File: src/rtl/fts_pkg.sv
// Shared constants, codes and handshake structs for the frame time statistics block.
// No dependencies; every other file uses this package.
package fts_pkg;

    localparam int SAMPLE_BITS_DEF   = 32;
    localparam int WINDOW_BITS_DEF   = 16;
    localparam int OUT_W             = 32;   // width of the reported statistics
    localparam int PCT_W             = 7;
    localparam int CNT_W             = 32;   // call counter, total count, divisor
    localparam int ACC_W             = 64;   // running sums, saturating
    localparam int CFG_IDX_W         = 2;
    localparam int QUEUE_DEPTH       = 2;
    localparam int WINDOW_LENGTH_RST = 100;

    localparam logic [PCT_W-1:0] PCT_MAX = 7'd100;
    localparam logic [CNT_W-1:0] CNT_MAX = '1;

    typedef enum logic [CFG_IDX_W-1:0] {
        CFG_WINDOW_LENGTH = 2'd0,
        CFG_LOWER_LIMIT   = 2'd1,
        CFG_UPPER_LIMIT   = 2'd2
    } cfg_idx_t;

    typedef enum logic [1:0] {
        OP_CLEAR,
        OP_COUNT,
        OP_SAMPLE
    } op_t;

    typedef enum logic [1:0] {
        BAND_IN,
        BAND_LOW,
        BAND_HIGH
    } band_t;

    typedef struct packed {
        op_t   op;
        band_t band;
    } item_ctl_t;

    typedef struct packed {
        logic start;
        logic pct;     // short division: 7 quotient bits
    } div_req_t;

    typedef struct packed {
        logic done;
        logic sat;     // quotient does not fit
    } div_rsp_t;

endpackage

File: src/rtl/fts_front.sv
// Front end: takes input transfers, counts calls and classifies each item.
// Depends on fts_pkg; feeds fts_queue.
module fts_front #(
    parameter int SAMPLE_BITS = fts_pkg::SAMPLE_BITS_DEF,
    parameter int WINDOW_BITS = fts_pkg::WINDOW_BITS_DEF
) (
    input  logic                     clk,
    input  logic                     rst_n,
    input  logic                     in_valid,
    output logic                     in_stall,
    input  logic                     command,
    input  logic [SAMPLE_BITS-1:0]   sample,
    input  logic [WINDOW_BITS-1:0]   window_length,
    input  logic [SAMPLE_BITS-1:0]   lower_limit,
    input  logic [SAMPLE_BITS-1:0]   upper_limit,
    input  logic                     q_full,
    output logic                     q_push,
    output fts_pkg::item_ctl_t       q_ctl,
    output logic [fts_pkg::CNT_W-1:0] q_calls,
    output logic [SAMPLE_BITS-1:0]   q_sample
);
    import fts_pkg::*;

    logic [CNT_W-1:0] calls_reg;
    logic [CNT_W-1:0] calls_next;

    assign in_stall = q_full;
    assign q_push   = in_valid && !q_full;
    assign q_sample = sample;
    assign q_calls  = calls_next;

    // call counter wraps, a clear does not count
    assign calls_next = command ? calls_reg : calls_reg + CNT_W'(1);

    always_comb
    begin
        priority if (command)
            q_ctl.op = OP_CLEAR;
        else if (window_length > WINDOW_BITS'(1))
            q_ctl.op = OP_SAMPLE;
        else
            q_ctl.op = OP_COUNT;

        // lower limit is tested first
        priority if (sample < lower_limit)
            q_ctl.band = BAND_LOW;
        else if (sample > upper_limit)
            q_ctl.band = BAND_HIGH;
        else
            q_ctl.band = BAND_IN;
    end

    always_ff @(posedge clk or negedge rst_n)
    begin
        if (!rst_n)
        begin
            calls_reg <= '0;
        end
        else if (q_push)
        begin
            calls_reg <= calls_next;
        end
    end

endmodule

File: src/rtl/fts_queue.sv
// Short register queue between the front end and the back end.
// Generic width; depth default from fts_pkg.
module fts_queue #(
    parameter int WIDTH = 1,
    parameter int DEPTH = fts_pkg::QUEUE_DEPTH
) (
    input  logic             clk,
    input  logic             rst_n,
    input  logic             push,
    input  logic [WIDTH-1:0] wr_data,
    input  logic             pop,
    output logic [WIDTH-1:0] rd_data,
    output logic             full,
    output logic             empty
);
    localparam int PTR_W  = (DEPTH > 1) ? $clog2(DEPTH) : 1;
    localparam int FILL_W = $clog2(DEPTH + 1);

    logic [WIDTH-1:0]  mem_reg [DEPTH];
    logic [PTR_W-1:0]  wr_ptr_reg;
    logic [PTR_W-1:0]  rd_ptr_reg;
    logic [FILL_W-1:0] fill_reg;
    logic              push_ok;
    logic              pop_ok;

    assign full    = (fill_reg == FILL_W'(DEPTH));
    assign empty   = (fill_reg == '0);
    assign push_ok = push && !full;
    assign pop_ok  = pop && !empty;
    assign rd_data = mem_reg[rd_ptr_reg];

    always_ff @(posedge clk)
    begin
        if (push_ok)
        begin
            mem_reg[wr_ptr_reg] <= wr_data;
        end
    end

    always_ff @(posedge clk or negedge rst_n)
    begin
        if (!rst_n)
        begin
            wr_ptr_reg <= '0;
            rd_ptr_reg <= '0;
            fill_reg   <= '0;
        end
        else
        begin
            if (push_ok)
            begin
                wr_ptr_reg <= (wr_ptr_reg == PTR_W'(DEPTH - 1)) ? '0 : wr_ptr_reg + PTR_W'(1);
            end
            if (pop_ok)
            begin
                rd_ptr_reg <= (rd_ptr_reg == PTR_W'(DEPTH - 1)) ? '0 : rd_ptr_reg + PTR_W'(1);
            end
            unique case ({push_ok, pop_ok})
                2'b10:   fill_reg <= fill_reg + FILL_W'(1);
                2'b01:   fill_reg <= fill_reg - FILL_W'(1);
                default: fill_reg <= fill_reg;
            endcase
        end
    end

endmodule

File: src/rtl/fts_divider.sv
// Shared restoring divider, one quotient bit per cycle.
// Full mode gives QW quotient bits, short mode 7; overflow is flagged up front.
module fts_divider #(
    parameter int QW = fts_pkg::SAMPLE_BITS_DEF
) (
    input  logic                      clk,
    input  logic                      rst_n,
    input  fts_pkg::div_req_t         req,
    input  logic [fts_pkg::ACC_W-1:0] dividend,
    input  logic [fts_pkg::CNT_W-1:0] divisor,
    output fts_pkg::div_rsp_t         rsp,
    output logic [QW-1:0]             quotient
);
    import fts_pkg::*;

    localparam int STEP_W = $clog2(QW + 1);

    logic              busy_reg;
    logic              done_reg;
    logic              sat_reg;
    logic [STEP_W-1:0] step_reg;
    logic [CNT_W-1:0]  rem_reg;
    logic [CNT_W-1:0]  dvs_reg;
    logic [QW-1:0]     shf_reg;
    logic [QW-1:0]     quo_reg;

    logic [ACC_W-1:0]  head;
    logic              head_ovf;
    logic [CNT_W:0]    trial;
    logic [CNT_W:0]    trial_diff;
    logic              trial_ge;

    // bits above the quotient field form the first remainder
    assign head     = req.pct ? (dividend >> PCT_W) : (dividend >> QW);
    assign head_ovf = (head >= ACC_W'(divisor));

    assign trial      = {rem_reg, shf_reg[QW-1]};
    assign trial_ge   = (trial >= {1'b0, dvs_reg});
    assign trial_diff = trial - {1'b0, dvs_reg};

    assign rsp.done = done_reg;
    assign rsp.sat  = sat_reg;
    assign quotient = quo_reg;

    always_ff @(posedge clk or negedge rst_n)
    begin
        if (!rst_n)
        begin
            busy_reg <= 1'b0;
            done_reg <= 1'b0;
            sat_reg  <= 1'b0;
            step_reg <= '0;
            rem_reg  <= '0;
            dvs_reg  <= '0;
            shf_reg  <= '0;
            quo_reg  <= '0;
        end
        else
        begin
            done_reg <= 1'b0;
            priority if (req.start)
            begin
                dvs_reg <= divisor;
                quo_reg <= '0;
                if (head_ovf)
                begin
                    sat_reg  <= 1'b1;
                    done_reg <= 1'b1;
                    busy_reg <= 1'b0;
                end
                else
                begin
                    sat_reg  <= 1'b0;
                    busy_reg <= 1'b1;
                    rem_reg  <= head[CNT_W-1:0];
                    shf_reg  <= req.pct ? {dividend[PCT_W-1:0], {(QW - PCT_W){1'b0}}}
                                        : dividend[QW-1:0];
                    step_reg <= req.pct ? STEP_W'(PCT_W) : STEP_W'(QW);
                end
            end
            else if (busy_reg)
            begin
                rem_reg  <= trial_ge ? trial_diff[CNT_W-1:0] : trial[CNT_W-1:0];
                quo_reg  <= {quo_reg[QW-2:0], trial_ge};
                shf_reg  <= shf_reg << 1;
                step_reg <= step_reg - STEP_W'(1);
                if (step_reg == STEP_W'(1))
                begin
                    busy_reg <= 1'b0;
                    done_reg <= 1'b1;
                end
            end
        end
    end

endmodule

File: src/rtl/fts_back.sv
// Back end: statistics registers, division sequencing and the output register.
// Depends on fts_pkg; pops fts_queue and drives fts_divider.
module fts_back #(
    parameter int SAMPLE_BITS = fts_pkg::SAMPLE_BITS_DEF,
    parameter int WINDOW_BITS = fts_pkg::WINDOW_BITS_DEF
) (
    input  logic                      clk,
    input  logic                      rst_n,
    input  logic                      q_empty,
    output logic                      q_pop,
    input  fts_pkg::item_ctl_t        q_ctl,
    input  logic [fts_pkg::CNT_W-1:0] q_calls,
    input  logic [SAMPLE_BITS-1:0]    q_sample,
    input  logic [WINDOW_BITS-1:0]    window_length,
    output fts_pkg::div_req_t         div_req,
    output logic [fts_pkg::ACC_W-1:0] div_dividend,
    output logic [fts_pkg::CNT_W-1:0] div_divisor,
    input  fts_pkg::div_rsp_t         div_rsp,
    input  logic [SAMPLE_BITS-1:0]    div_quotient,
    output logic                      out_valid,
    input  logic                      out_stall,
    output logic [fts_pkg::OUT_W-1:0] calls_seen,
    output logic [fts_pkg::OUT_W-1:0] all_min,
    output logic [fts_pkg::OUT_W-1:0] all_max,
    output logic [fts_pkg::OUT_W-1:0] all_mean,
    output logic [fts_pkg::OUT_W-1:0] win_min,
    output logic [fts_pkg::OUT_W-1:0] win_max,
    output logic [fts_pkg::OUT_W-1:0] win_mean,
    output logic [fts_pkg::PCT_W-1:0] out_percent,
    output logic                      window_closed
);
    import fts_pkg::*;

    localparam int NUM_W = WINDOW_BITS + 8;
    localparam logic [SAMPLE_BITS-1:0] SAMPLE_MAX = '1;

    typedef enum logic [2:0] {
        ST_IDLE,
        ST_ALL_GO,
        ST_ALL_WAIT,
        ST_WIN_GO,
        ST_WIN_WAIT,
        ST_PCT_GO,
        ST_PCT_WAIT,
        ST_EMIT
    } state_t;

    state_t                 state_reg;

    logic [CNT_W-1:0]       item_calls_reg;
    logic                   closed_reg;
    logic [CNT_W-1:0]       total_count_reg;
    logic [ACC_W-1:0]       total_sum_reg;
    logic [SAMPLE_BITS-1:0] omin_reg;
    logic [SAMPLE_BITS-1:0] omax_reg;
    logic [SAMPLE_BITS-1:0] omean_reg;
    logic [WINDOW_BITS-1:0] wpos_reg;
    logic [ACC_W-1:0]       wsum_reg;
    logic [SAMPLE_BITS-1:0] wmin_reg;
    logic [SAMPLE_BITS-1:0] wmax_reg;
    logic [WINDOW_BITS-1:0] below_reg;
    logic [WINDOW_BITS-1:0] above_reg;
    logic [SAMPLE_BITS-1:0] wmean_reg;
    logic [PCT_W-1:0]       pct_reg;

    logic                   out_valid_reg;
    logic [OUT_W-1:0]       calls_out_reg;
    logic [OUT_W-1:0]       all_min_reg;
    logic [OUT_W-1:0]       all_max_reg;
    logic [OUT_W-1:0]       all_mean_reg;
    logic [OUT_W-1:0]       win_min_reg;
    logic [OUT_W-1:0]       win_max_reg;
    logic [OUT_W-1:0]       win_mean_reg;
    logic [PCT_W-1:0]       pct_out_reg;
    logic                   closed_out_reg;

    logic [CNT_W-1:0]       count_next;
    logic [ACC_W-1:0]       tsum_next;
    logic [SAMPLE_BITS-1:0] omin_next;
    logic [SAMPLE_BITS-1:0] omax_next;
    logic [WINDOW_BITS-1:0] wpos_next;
    logic [ACC_W-1:0]       wsum_next;
    logic [SAMPLE_BITS-1:0] wmin_next;
    logic [SAMPLE_BITS-1:0] wmax_next;
    logic [WINDOW_BITS-1:0] below_next;
    logic [WINDOW_BITS-1:0] above_next;
    logic                   first_sample;
    logic                   window_open;
    logic                   count_room;
    logic [NUM_W-1:0]       out_sum;
    logic [NUM_W-1:0]       pct_num;
    logic                   out_free;

    function automatic logic [ACC_W-1:0] sat_add(input logic [ACC_W-1:0] a,
                                                 input logic [ACC_W-1:0] b);
        logic [ACC_W:0] s;
        s = {1'b0, a} + {1'b0, b};
        return s[ACC_W] ? {ACC_W{1'b1}} : s[ACC_W-1:0];
    endfunction

    assign window_open = (wpos_reg < window_length);
    assign count_room  = (total_count_reg != CNT_MAX);
    assign out_sum     = NUM_W'(below_reg) + NUM_W'(above_reg);
    assign pct_num     = out_sum * NUM_W'(PCT_MAX);
    assign out_free    = !out_valid_reg || !out_stall;
    assign q_pop       = (state_reg == ST_IDLE) && !q_empty;

    // statistics after one sample, in the order the updates depend on each other
    always_comb
    begin
        count_next = total_count_reg;
        tsum_next  = total_sum_reg;
        omin_next  = omin_reg;
        omax_next  = omax_reg;
        wpos_next  = wpos_reg;
        wsum_next  = wsum_reg;
        wmin_next  = wmin_reg;
        wmax_next  = wmax_reg;
        below_next = below_reg;
        above_next = above_reg;

        if (count_room)
        begin
            count_next = total_count_reg + CNT_W'(1);
            tsum_next  = sat_add(total_sum_reg, ACC_W'(q_sample));
        end

        first_sample = (count_next == CNT_W'(1));
        priority if (first_sample)
        begin
            omin_next = q_sample;
            omax_next = q_sample;
            wmin_next = q_sample;
            wmax_next = q_sample;
        end
        else if (q_sample < omin_reg)
            omin_next = q_sample;
        else if (q_sample > omax_reg)
            omax_next = q_sample;

        if (window_open)
        begin
            if (wpos_reg == '0)
            begin
                wmin_next = q_sample;
                wmax_next = q_sample;
            end
            wsum_next = sat_add(wsum_reg, ACC_W'(q_sample));
            priority if (q_sample < wmin_next)
                wmin_next = q_sample;
            else if (q_sample > wmax_next)
                wmax_next = q_sample;
            unique case (q_ctl.band)
                BAND_LOW:  below_next = below_reg + WINDOW_BITS'(1);
                BAND_HIGH: above_next = above_reg + WINDOW_BITS'(1);
                default:   ;
            endcase
            wpos_next = wpos_reg + WINDOW_BITS'(1);
        end
    end

    always_comb
    begin
        div_req      = '0;
        div_dividend = total_sum_reg;
        div_divisor  = total_count_reg;
        unique case (state_reg)
            ST_ALL_GO:
            begin
                div_req.start = 1'b1;
            end
            ST_WIN_GO:
            begin
                div_req.start = 1'b1;
                div_dividend  = wsum_reg;
                div_divisor   = CNT_W'(window_length);
            end
            ST_PCT_GO:
            begin
                div_req.start = 1'b1;
                div_req.pct   = 1'b1;
                div_dividend  = ACC_W'(pct_num);
                div_divisor   = CNT_W'(window_length);
            end
            default: ;
        endcase
    end

    always_ff @(posedge clk or negedge rst_n)
    begin
        if (!rst_n)
        begin
            state_reg       <= ST_IDLE;
            item_calls_reg  <= '0;
            closed_reg      <= 1'b0;
            total_count_reg <= '0;
            total_sum_reg   <= '0;
            omin_reg        <= '0;
            omax_reg        <= '0;
            omean_reg       <= '0;
            wpos_reg        <= '0;
            wsum_reg        <= '0;
            wmin_reg        <= '0;
            wmax_reg        <= '0;
            below_reg       <= '0;
            above_reg       <= '0;
            wmean_reg       <= '0;
            pct_reg         <= '0;
            out_valid_reg   <= 1'b0;
            calls_out_reg   <= '0;
            all_min_reg     <= '0;
            all_max_reg     <= '0;
            all_mean_reg    <= '0;
            win_min_reg     <= '0;
            win_max_reg     <= '0;
            win_mean_reg    <= '0;
            pct_out_reg     <= '0;
            closed_out_reg  <= 1'b0;
        end
        else
        begin
            if (out_valid_reg && !out_stall)
            begin
                out_valid_reg <= 1'b0;
            end

            unique case (state_reg)
                ST_IDLE:
                begin
                    if (!q_empty)
                    begin
                        item_calls_reg <= q_calls;
                        closed_reg     <= 1'b0;
                        unique case (q_ctl.op)
                            OP_CLEAR:
                            begin
                                total_count_reg <= '0;
                                total_sum_reg   <= '0;
                                omin_reg        <= '0;
                                omax_reg        <= '0;
                                omean_reg       <= '0;
                                wpos_reg        <= '0;
                                wsum_reg        <= '0;
                                wmin_reg        <= '0;
                                wmax_reg        <= '0;
                                below_reg       <= '0;
                                above_reg       <= '0;
                                wmean_reg       <= '0;
                                pct_reg         <= '0;
                                state_reg       <= ST_EMIT;
                            end
                            OP_SAMPLE:
                            begin
                                total_count_reg <= count_next;
                                total_sum_reg   <= tsum_next;
                                omin_reg        <= omin_next;
                                omax_reg        <= omax_next;
                                wpos_reg        <= wpos_next;
                                wsum_reg        <= wsum_next;
                                wmin_reg        <= wmin_next;
                                wmax_reg        <= wmax_next;
                                below_reg       <= below_next;
                                above_reg       <= above_next;
                                if (first_sample)
                                begin
                                    pct_reg <= '0;
                                end
                                // a full window is closed by this sample
                                closed_reg <= !window_open;
                                priority if (count_room)
                                    state_reg <= ST_ALL_GO;
                                else if (!window_open)
                                    state_reg <= ST_WIN_GO;
                                else
                                    state_reg <= ST_EMIT;
                            end
                            OP_COUNT:
                            begin
                                state_reg <= ST_EMIT;
                            end
                            default:
                            begin
                                state_reg <= ST_EMIT;
                            end
                        endcase
                    end
                end
                ST_ALL_GO:
                begin
                    state_reg <= ST_ALL_WAIT;
                end
                ST_ALL_WAIT:
                begin
                    if (div_rsp.done)
                    begin
                        omean_reg <= div_rsp.sat ? SAMPLE_MAX : div_quotient;
                        state_reg <= closed_reg ? ST_WIN_GO : ST_EMIT;
                    end
                end
                ST_WIN_GO:
                begin
                    state_reg <= ST_WIN_WAIT;
                end
                ST_WIN_WAIT:
                begin
                    if (div_rsp.done)
                    begin
                        wmean_reg <= div_rsp.sat ? SAMPLE_MAX : div_quotient;
                        state_reg <= ST_PCT_GO;
                    end
                end
                ST_PCT_GO:
                begin
                    state_reg <= ST_PCT_WAIT;
                end
                ST_PCT_WAIT:
                begin
                    if (div_rsp.done)
                    begin
                        pct_reg   <= (div_rsp.sat || div_quotient[PCT_W-1:0] > PCT_MAX)
                                     ? PCT_MAX : div_quotient[PCT_W-1:0];
                        wsum_reg  <= '0;
                        wpos_reg  <= '0;
                        below_reg <= '0;
                        above_reg <= '0;
                        state_reg <= ST_EMIT;
                    end
                end
                ST_EMIT:
                begin
                    if (out_free)
                    begin
                        out_valid_reg  <= 1'b1;
                        calls_out_reg  <= OUT_W'(item_calls_reg);
                        all_min_reg    <= OUT_W'(omin_reg);
                        all_max_reg    <= OUT_W'(omax_reg);
                        all_mean_reg   <= OUT_W'(omean_reg);
                        win_min_reg    <= OUT_W'(wmin_reg);
                        win_max_reg    <= OUT_W'(wmax_reg);
                        win_mean_reg   <= OUT_W'(wmean_reg);
                        pct_out_reg    <= pct_reg;
                        closed_out_reg <= closed_reg;
                        state_reg      <= ST_IDLE;
                    end
                end
            endcase
        end
    end

    assign out_valid     = out_valid_reg;
    assign calls_seen    = calls_out_reg;
    assign all_min       = all_min_reg;
    assign all_max       = all_max_reg;
    assign all_mean      = all_mean_reg;
    assign win_min       = win_min_reg;
    assign win_max       = win_max_reg;
    assign win_mean      = win_mean_reg;
    assign out_percent   = pct_out_reg;
    assign window_closed = closed_out_reg;

endmodule

File: src/rtl/frame_time_statistics.sv
// Frame time statistics, top level: configuration registers and the front/queue/back split.
// Depends on fts_pkg, fts_front, fts_queue, fts_divider and fts_back.
//
// Usage:
//   Input channel in_valid/in_stall carries command and sample; command 0 is a
//   duration sample, command 1 clears every statistic but the call count.
//   Output channel out_valid/out_stall returns one result per input transfer,
//   in order, showing the state after that item.
//   The user must write configuration (window_length, lower_limit, upper_limit) through
//   cfg_we/cfg_index/cfg_data only while no item is in flight, not enforced by the block.
// Timing:
//   The back end runs one item at a time; its shared one-bit-per-cycle divider
//   sets the cost. A sample divides once for the overall mean; a window-closing
//   sample adds the window mean and percentage, one division each. Clears and
//   samples with a window length of one or less skip the divider. The front end
//   keeps taking items into a two-entry queue while the back end works.
// Reset and stall:
//   Reset clears every statistic and the call count and loads the register
//   defaults. A stalled result holds in the output register; the back end then
//   waits, the queue fills and in_stall rises.
module frame_time_statistics #(
    parameter int SAMPLE_BITS = fts_pkg::SAMPLE_BITS_DEF,
    parameter int WINDOW_BITS = fts_pkg::WINDOW_BITS_DEF
) (
    input  logic                                  clk,
    input  logic                                  rst_n,
    input  logic                                  cfg_we,
    input  logic [fts_pkg::CFG_IDX_W-1:0]         cfg_index,
    input  logic [((SAMPLE_BITS > WINDOW_BITS) ? SAMPLE_BITS : WINDOW_BITS)-1:0] cfg_data,
    input  logic                                  in_valid,
    output logic                                  in_stall,
    input  logic                                  command,
    input  logic [SAMPLE_BITS-1:0]                sample,
    output logic                                  out_valid,
    input  logic                                  out_stall,
    output logic [fts_pkg::OUT_W-1:0]             calls_seen,
    output logic [fts_pkg::OUT_W-1:0]             all_min,
    output logic [fts_pkg::OUT_W-1:0]             all_max,
    output logic [fts_pkg::OUT_W-1:0]             all_mean,
    output logic [fts_pkg::OUT_W-1:0]             win_min,
    output logic [fts_pkg::OUT_W-1:0]             win_max,
    output logic [fts_pkg::OUT_W-1:0]             win_mean,
    output logic [fts_pkg::PCT_W-1:0]             out_percent,
    output logic                                  window_closed
);
    import fts_pkg::*;

    localparam int ITEM_W = $bits(item_ctl_t) + CNT_W + SAMPLE_BITS;

    logic [WINDOW_BITS-1:0] window_length_reg;
    logic [SAMPLE_BITS-1:0] lower_limit_reg;
    logic [SAMPLE_BITS-1:0] upper_limit_reg;

    logic                   f_push;
    item_ctl_t              f_ctl;
    logic [CNT_W-1:0]       f_calls;
    logic [SAMPLE_BITS-1:0] f_sample;

    logic                   q_full;
    logic                   q_empty;
    logic                   q_pop;
    logic [ITEM_W-1:0]      q_rd_data;
    item_ctl_t              b_ctl;
    logic [CNT_W-1:0]       b_calls;
    logic [SAMPLE_BITS-1:0] b_sample;

    div_req_t               div_req;
    div_rsp_t               div_rsp;
    logic [ACC_W-1:0]       div_dividend;
    logic [CNT_W-1:0]       div_divisor;
    logic [SAMPLE_BITS-1:0] div_quotient;

    always_ff @(posedge clk or negedge rst_n)
    begin
        if (!rst_n)
        begin
            window_length_reg <= WINDOW_BITS'(WINDOW_LENGTH_RST);
            lower_limit_reg   <= '0;
            upper_limit_reg   <= '1;
        end
        else if (cfg_we)
        begin
            case (cfg_idx_t'(cfg_index))
                CFG_WINDOW_LENGTH: window_length_reg <= cfg_data[WINDOW_BITS-1:0];
                CFG_LOWER_LIMIT:   lower_limit_reg   <= cfg_data[SAMPLE_BITS-1:0];
                CFG_UPPER_LIMIT:   upper_limit_reg   <= cfg_data[SAMPLE_BITS-1:0];
                default: ;
            endcase
        end
    end

    fts_front #(
        .SAMPLE_BITS (SAMPLE_BITS),
        .WINDOW_BITS (WINDOW_BITS)
    ) u_front (
        .clk           (clk),
        .rst_n         (rst_n),
        .in_valid      (in_valid),
        .in_stall      (in_stall),
        .command       (command),
        .sample        (sample),
        .window_length (window_length_reg),
        .lower_limit   (lower_limit_reg),
        .upper_limit   (upper_limit_reg),
        .q_full        (q_full),
        .q_push        (f_push),
        .q_ctl         (f_ctl),
        .q_calls       (f_calls),
        .q_sample      (f_sample)
    );

    fts_queue #(
        .WIDTH (ITEM_W),
        .DEPTH (QUEUE_DEPTH)
    ) u_queue (
        .clk     (clk),
        .rst_n   (rst_n),
        .push    (f_push),
        .wr_data ({f_ctl, f_calls, f_sample}),
        .pop     (q_pop),
        .rd_data (q_rd_data),
        .full    (q_full),
        .empty   (q_empty)
    );

    assign {b_ctl, b_calls, b_sample} = q_rd_data;

    fts_divider #(
        .QW (SAMPLE_BITS)
    ) u_divider (
        .clk      (clk),
        .rst_n    (rst_n),
        .req      (div_req),
        .dividend (div_dividend),
        .divisor  (div_divisor),
        .rsp      (div_rsp),
        .quotient (div_quotient)
    );

    fts_back #(
        .SAMPLE_BITS (SAMPLE_BITS),
        .WINDOW_BITS (WINDOW_BITS)
    ) u_back (
        .clk           (clk),
        .rst_n         (rst_n),
        .q_empty       (q_empty),
        .q_pop         (q_pop),
        .q_ctl         (b_ctl),
        .q_calls       (b_calls),
        .q_sample      (b_sample),
        .window_length (window_length_reg),
        .div_req       (div_req),
        .div_dividend  (div_dividend),
        .div_divisor   (div_divisor),
        .div_rsp       (div_rsp),
        .div_quotient  (div_quotient),
        .out_valid     (out_valid),
        .out_stall     (out_stall),
        .calls_seen    (calls_seen),
        .all_min       (all_min),
        .all_max       (all_max),
        .all_mean      (all_mean),
        .win_min       (win_min),
        .win_max       (win_max),
        .win_mean      (win_mean),
        .out_percent   (out_percent),
        .window_closed (window_closed)
    );

endmodule
File: config.mk
export PLATFORM = sky130hd
export DESIGN_NAME = frame_time_statistics
export DESIGN_NICKNAME = d
export VERILOG_FILES = /design/src/rtl/fts_pkg.sv /design/src/rtl/fts_front.sv /design/src/rtl/fts_queue.sv /design/src/rtl/fts_divider.sv /design/src/rtl/fts_back.sv /design/src/rtl/frame_time_statistics.sv
export SDC_FILE = /design/constraint.sdc
export NUM_CORES = 2
export LEC_CHECK = 0
export BUFFER_PORTS_ARGS = -buffer_cell sky130_fd_sc_hd__buf_2
export CORE_MARGIN = 10
export CORE_UTILIZATION = 50
export CTS_CLUSTER_DIAMETER = 40
export CTS_CLUSTER_SIZE = 16
export DETAILED_ROUTE_END_ITERATION = 6
export PLACE_DENSITY = 0.73
export SYNTH_ARGS = -nofsm -noshare
export SYNTH_HDL_FRONTEND = slang
export SYNTH_SLANG_ARGS = --single-unit
export TNS_END_PERCENT = 50
File: constraint.sdc
create_clock -name clk -period 9 [get_ports clk]
set_input_delay 0.45 -clock clk [delete_from_list [all_inputs] [get_ports clk]]
set_output_delay 0.45 -clock clk [all_outputs]
set_load 0.02 [all_outputs]
# Yosys cells after proc, flatten, opt, wreduce, memory -nomap -nowiden
# Memory sizes are Yosys's and may differ from the RTL's.
# Cells that the tools add are included.
# classes
multipliers	1
addsub	14
bitwise_logic	1
n_mux	109
order_cmp	11
eq_ne	34
reduce_logical	42
# op_table
operator	n
2-to-1 mux 32 bit	33
case mux 64 bit (2 select lines)	4
case mux 32 bit (2 select lines)	7
2-to-1 mux 64 bit	6
case mux 16 bit (2 select lines)	6
2-to-1 mux 16 bit	9
adder 64 x 32 -> 65 bit	2
> comparator 32 bit	3
less-than comparator 32 bit	3
adder 32 x 1 -> 32 bit, second input constant	2
greater-or-equal comparator 64 x 32 -> 1 bit	1
2-to-1 mux 57 bit	1
adder 16 x 1 -> 16 bit, second input constant	3
greater-or-equal comparator 33 x 32 -> 1 bit	1
equality test 32 x 1 -> 1 bit, second input constant	1
!= test 32 bit, second input constant	1
subtractor 32 bit	1
2-to-1 mux 7 bit	4
case mux 7 bit (2 select lines)	2
2-to-1 mux 3 bit	9
multiplier 24 x 5 -> 22 bit, second input constant	1
2-to-1 mux 6 bit	4
case mux 3 bit (8 select lines)	1
AND reduction 5 bit	4
36 further kinds	103
# word_totals
memories	1
ram_bits	136
regBits	929
elab_cells	254
input_bits	72
output_inout_bits	234
# mem_list
name	depth	width	rd	rd_clocked_by_memory_dff	write_ports	line_no	source
u_queue.mem_reg	2	68	1	0	1	fts_queue.sv:19	logic [WIDTH-1:0] mem_reg [DEPTH];

# Depth between registers and ports, before layout
# logic_depth
ltp_word	11
ltp_mapped	38

# Modules after synthesis
# A second synthesis with hierarchy kept.
# unflattened
cells_unflattened	6041
area_unflattened_um2	60503.0
# by_module_without_submodules
module	seq_area_each_um2	cells_per_inst	area_per_inst_um2	instances
fts_back	16916.2	4130	39123.8	1
fts_divider	3428.3	1042	9356.5	1
fts_queue	4184.0	230	5143.7	1
fts_front	800.8	469	3842.4	1
frame_time_statistics	2045.7	170	3036.7	1

# Worst setup path after synthesis
# Ideal clock, no wire load.
# synth_timing
kind	register to register
startpoint	register u_back.above_reg[0]
endpoint	register u_divider.shf_reg[19]
synth_period_minus_slack_ps	7097
path_stages_with_launch	39
setup_slack_ps	1903
arrival_time_ps	7020
path_cell_list	dfrtp_1 > ha_1 > inv_1 > fa_1 > nor2b_1 > o21ai_0 > a21boi_0 > o21ai_0 > a21boi_0 > o21ai_0 > nor2b_1 > xnor2_1 > ha_1 > ha_1 > inv_1 > fa_1 > inv_1 > ha_1 > (+3 left out) > nand2b_1 > a2111oi_0 > o41ai_1 > xor2_1 > o21ai_0 > ha_1 > a21o_1 > a21o_1 > a21oi_1 > o21ai_0 > a31oi_1 > o22a_1 > a21o_1 > nand2_1 > nand2_1 > clkbuf_1 > nor2_1 > a21oi_1
# synth_via
elab_chain_len	7
elab_cells_between_ends	10
classes_between	add/sub: 1; mul: 1; order compare: 1; eq/ne: 1; mux: 5; reduce/logical: 1
# synth_lines
item	line_no	source
start: declaration	fts_back.sv:62	logic [WINDOW_BITS-1:0] above_reg;
start signal: assignment	fts_back.sv:263	above_reg <= above_next;
adder 16 x 16 -> 17 bit *	fts_back.sv:103	assign out_sum = NUM_W'(below_reg) + NUM_W'(above_reg);
multiplier 24 x 5 -> 22 bit *	fts_back.sv:104	assign pct_num = out_sum * NUM_W'(PCT_MAX);
case mux 64 bit (2 select lines) *	fts_back.sv:167	unique case (state_reg)
2-to-1 mux 57 bit	fts_divider.sv:34	assign head = req.pct ? (dividend >> PCT_W) : (dividend >> QW);
greater-or-equal comparator 64 x 32 -> 1 bit	fts_divider.sv:35	assign head_ovf = (head >= ACC_W'(divisor));
!= test 2 bit (no line)	-	
AND reduction 2 bit (no line)	-	
end signal: assignment	fts_divider.sv:76	shf_reg <= req.pct ? {dividend[PCT_W-1:0], {(QW - PCT_W){1'b0}}}
end signal: assignment	fts_divider.sv:85	shf_reg <= shf_reg << 1;
end: declaration	fts_divider.sv:24	logic [QW-1:0] shf_reg;
# Every way passes the cells marked *; elsewhere a longest branch is shown, timed or not. The select of a mux whose other input is x is not followed.
# A chain may end at the register's enable or synchronous reset.

# Worst setup path after layout
# layout_timing
startpoint	register u_back.below_reg[0]
endpoint	register u_divider.rem_reg[28]
# layout_via
elab_chain_len	7
# layout_lines
item	line_no	source
start: declaration	fts_back.sv:61	logic [WINDOW_BITS-1:0] below_reg;
start signal: assignment	fts_back.sv:262	below_reg <= below_next;
adder 16 x 16 -> 17 bit	fts_back.sv:103	
multiplier 24 x 5 -> 22 bit	fts_back.sv:104	
case mux 64 bit (2 select lines)	fts_back.sv:167	
2-to-1 mux 57 bit	fts_divider.sv:34	
greater-or-equal comparator 64 x 32 -> 1 bit	fts_divider.sv:35	
!= test 2 bit (no line)	-	
AND reduction 2 bit (no line)	-	
end signal: assignment	fts_divider.sv:75	rem_reg <= head[CNT_W-1:0];
end signal: assignment	fts_divider.sv:83	rem_reg <= trial_ge ? trial_diff[CNT_W-1:0] : trial[CNT_W-1:0];
end: declaration	fts_divider.sv:22	logic [CNT_W-1:0] rem_reg;
# No other way between the ends.

==> results.md <==
* Final period util at 91.6%
* Worst-margin pin slew at 1.28 ns
* Root buf cell: clkbuf_16
* Pwr dens at 192 nW/um^2
* TritonCTS clock tree: done
* Capture instance of the worst register-to-register path: u_divider.rem_reg[28]$_DFFE_PN0P_
* Wire per inst at 21.9 um
* Final setup violation count at 0
* Overall power at 13200 uW
* Maximum single-stage delay on the critical path at 0.50 ns
* Yosys top cell by area: dfrtp_1
* Leakage power total at 0.0327 uW
* Worst Path Arrival at 8.87 ns
* Worst slew slack as a fraction of its limit at 14.3%
* Start point of the worst min-delay path: sample[14]
* Post-route setup TNS at 0 ns
* Syn-to-layout area delta at 15.7%
* Syn Area/Cell at 9.78 sq um
* Async set-reset flop share out of synthesis at 87.2%
* TritonCTS Buffers at 154
* Area share of the largest cell type after synthesis at 37.7%
* Wire length of the first global-routing pass at 274000 um
* Reg2reg setup slack at 0.76 ns
* Number of enable flip-flop cells after synthesis at 136
* Share of the yosys chip area belonging to registers at 46.2%
* Initial cell density of the core at 50.3%
* Most frequent cells after synthesis: 894 x dfrtp_1, 741 x nand2_1, 714 x o21ai_0, 412 x ha_1, 355 x inv_1
* Core region area at 118000 sq um
* Synth unique cells at 94
* Number of cells traversed by the worst hold path at 1
* Number of hold violations in the final report at 0
* Total number of H-tree levels at 4
* Maximum number of pins on one net before global-route repair at 170
* Die Area at 133000 sq um
* Die height at 364 um
* Die X-Extent at 364 um
* Reg2Reg Launch Point: u_back.below_reg[0]$_DFFE_PN0P_
* Fraction of layout instances using a drive strength above 1 at 16.3%
* Post-Syn Area at 59300 sq um
* Crit path max-delay cell type: fa_1
* Max Clk Rate at 121 MHz
* Number of vias after detailed routing at 48400
* CTS max path bufs at 3
* # rows at 126
* Top FF cell, synth: dfrtp_1
* Number of sinks on the clock net at 1065
* Top Ports at 306
* Capture endpoint of the worst hold path: u_queue.mem_reg[1][14]$_DFFE_PP_
* Overall overflow remaining after global route at 0
* Clock skew after layout at 0.0529 ns
* Largest vdd supply drop at 0.000306 V
* Depth of the most critical reg-to-reg path at 36
* Setup crit end kind: flip-flop
* HPWL Detailed at 124000 um
* Port-buffer cells at 305
* Final Routed Wirelength at 176000 um
* Number of remaining DRC errors at 0
* Register clock-pin slew on the reported worst setup and hold paths at 0.07 ns
* Status: finished clean
* Number of synthesis warnings at 0
* Post-Syn Instances at 6061
* Placement-stage worst setup slack at 0.870 ns
* Number of buffers inserted to repair setup after CTS at 0
* Max FFs per register at 136
* Worst path setup slack after routing at 0.760 ns
* Post-synthesis net count at 6561
* Max-Cap Viols at 0
* Detailed Routing Iterations Pass 1 at 5
* Count of final max-slew check failures at 0
* Post-layout min period at 8.24 ns
* Data required time of the critical path at 9.63 ns
* CP Class: reg -> reg
* First DRT Iteration DRCs at 4554
* Total Nets Final at 6868
* Vias in the first global route at 47900
* Leading cell type by number of instances after synthesis: dfrtp_1
* Type of the worst min-delay path: in -> reg
* Gpl congestion at 0.972
* Final ANT Viol Nets at 0
* Latest clock arrival within the worst-skew pair at 0.77 ns
* Setup repair after global routing missed its margin: no
* Critical path launch point type: flip-flop
* Vias per Instance at 6.03
* Total Routing Usage GR at 25.9%
* Critical-path maximum fanout at 31
* Flip-flop and latch count after synthesis at 1065
* Biggest area contributors in the synthesized netlist: dfrtp_1 38%, ha_1 8.7%, edfxtp_1 6.9%
* Antenna violations before repair at 6
[where the power goes]
group | leakage (uW) | switching [uW] | internal (uW)
logic | 0.0160 | 1040 | 525
registers | 0.0140 | 94.6 | 5170
clock network | 0.00265 | 2430 | 3940
total | 0.0327 | 3560 | 9640
[worst max-delay path, delay by kind of cell, from the launching register on]
family          cells  cell delay [ns]
compound gates     18             3.84
flops               1             0.43
buf+inv             4             0.56
xor+xnor            2             0.27
fa+ha+maj           7             2.24
simple gates        5             0.81
[worst max-delay path by stage]
stage / start / end / slack [ns] / cells past startpoint
4_1_cts: u_back.below_reg[0]$_DFFE_PN0P_ / u_divider.rem_reg[28]$_DFFE_PN0P_ / 0.86 / 36
2_1_floorplan: u_back.above_reg[0]$_DFFE_PN0P_ / u_divider.shf_reg[19]$_DFFE_PN0P_ / 1.90 / 38
3_5_place_dp: u_back.below_reg[0]$_DFFE_PN0P_ / u_divider.rem_reg[28]$_DFFE_PN0P_ / 0.87 / 36
6_report: u_back.below_reg[0]$_DFFE_PN0P_ / u_divider.rem_reg[28]$_DFFE_PN0P_ / 0.76 / 36
5_1_grt: u_back.below_reg[0]$_DFFE_PN0P_ / u_divider.rem_reg[19]$_DFFE_PN0P_ / 0.11 / 37
3_3_place_gp: u_back.above_reg[0]$_DFFE_PN0P_ / u_divider.rem_reg[28]$_DFFE_PN0P_ / 1.07 / 33
[per-layer routing]
| metal | track usage (%) | vias to the layer above | part of all wire, % |
|---|---|---|---|
| met5 | 0 | - | 0.015 |
| met4 | 12.2 | 4 | 4.6 |
| met3 | 6.30 | 420 | 9.1 |
| met2 | 40.9 | 2052 | 45 |
| met1 | 33.4 | 23600 | 41 |
| li1 | - | 22300 | - |
[through the flow]
stage          util [%]  std cells  hold WS [ns]  instance area (sq um)
6_report           58.2       8031        0.0354                  68600
5_1_grt            58.2       8029        0.0149                  68600
4_1_cts            58.2       8026       0.00540                  68600
3_5_place_dp       53.0       7687         0.465                  62500
3_3_place_gp       53.0       7687         0.456                  62500
2_1_floorplan         -       6061         0.154                  59300
[what timing repair did]
action | 4_1_cts | 5_1_grt
endpoints found under the hold margin | 228 | 0
hold buffers | 61 | 0
resized for setup | 0 | 0
[cells by family after synthesis]
logic type | share of synthesized area, %
AND/OR/NAND/NOR | 12.7
XOR/XNOR | 3.16
buffers and inverters | 4.34
multiplexers | 7.09
AO/OA/AOI/OAI | 17.3
adder cells (fa/ha/maj) | 9.23
flip-flops | 46.2
[placed cells by master (no fill, tap or decap), drive strengths merged, types with 19 or more instances in the layout]
cell / instances
nor3: 75
a21o: 152
a211oi: 24
nand2: 741
a22o: 24
nand2b: 30
o2bb2ai: 45
edfxtp: 136
buf: 401
nand4: 91
mux2: 265
a21oi: 291
a221oi: 37
xor2: 87
clkbuf: 181
nor2: 325
clkinv: 38
nor2b: 35
dfrtp: 894
dfstp: 35
inv: 382
mux2i: 122
bufinv: 19
nand3: 155
o21a: 30
and3: 74
nor4: 26
a31oi: 79
o31ai: 59
dlygate4sd3: 61
xnor2: 127
and4: 21
ha: 412
o21ai: 721
[cell type report]
class	count	area (sq um)
fill	9785	49300
multi-input combinational	4329	29500
sequential	1065	27400
clock buffer	181	4170
timing repair buffer	462	2920
tap	1536	1920
inverter	356	1340
clock inverter	97	1340
antenna	5	12.5
(Power assumes the default switching activity.)
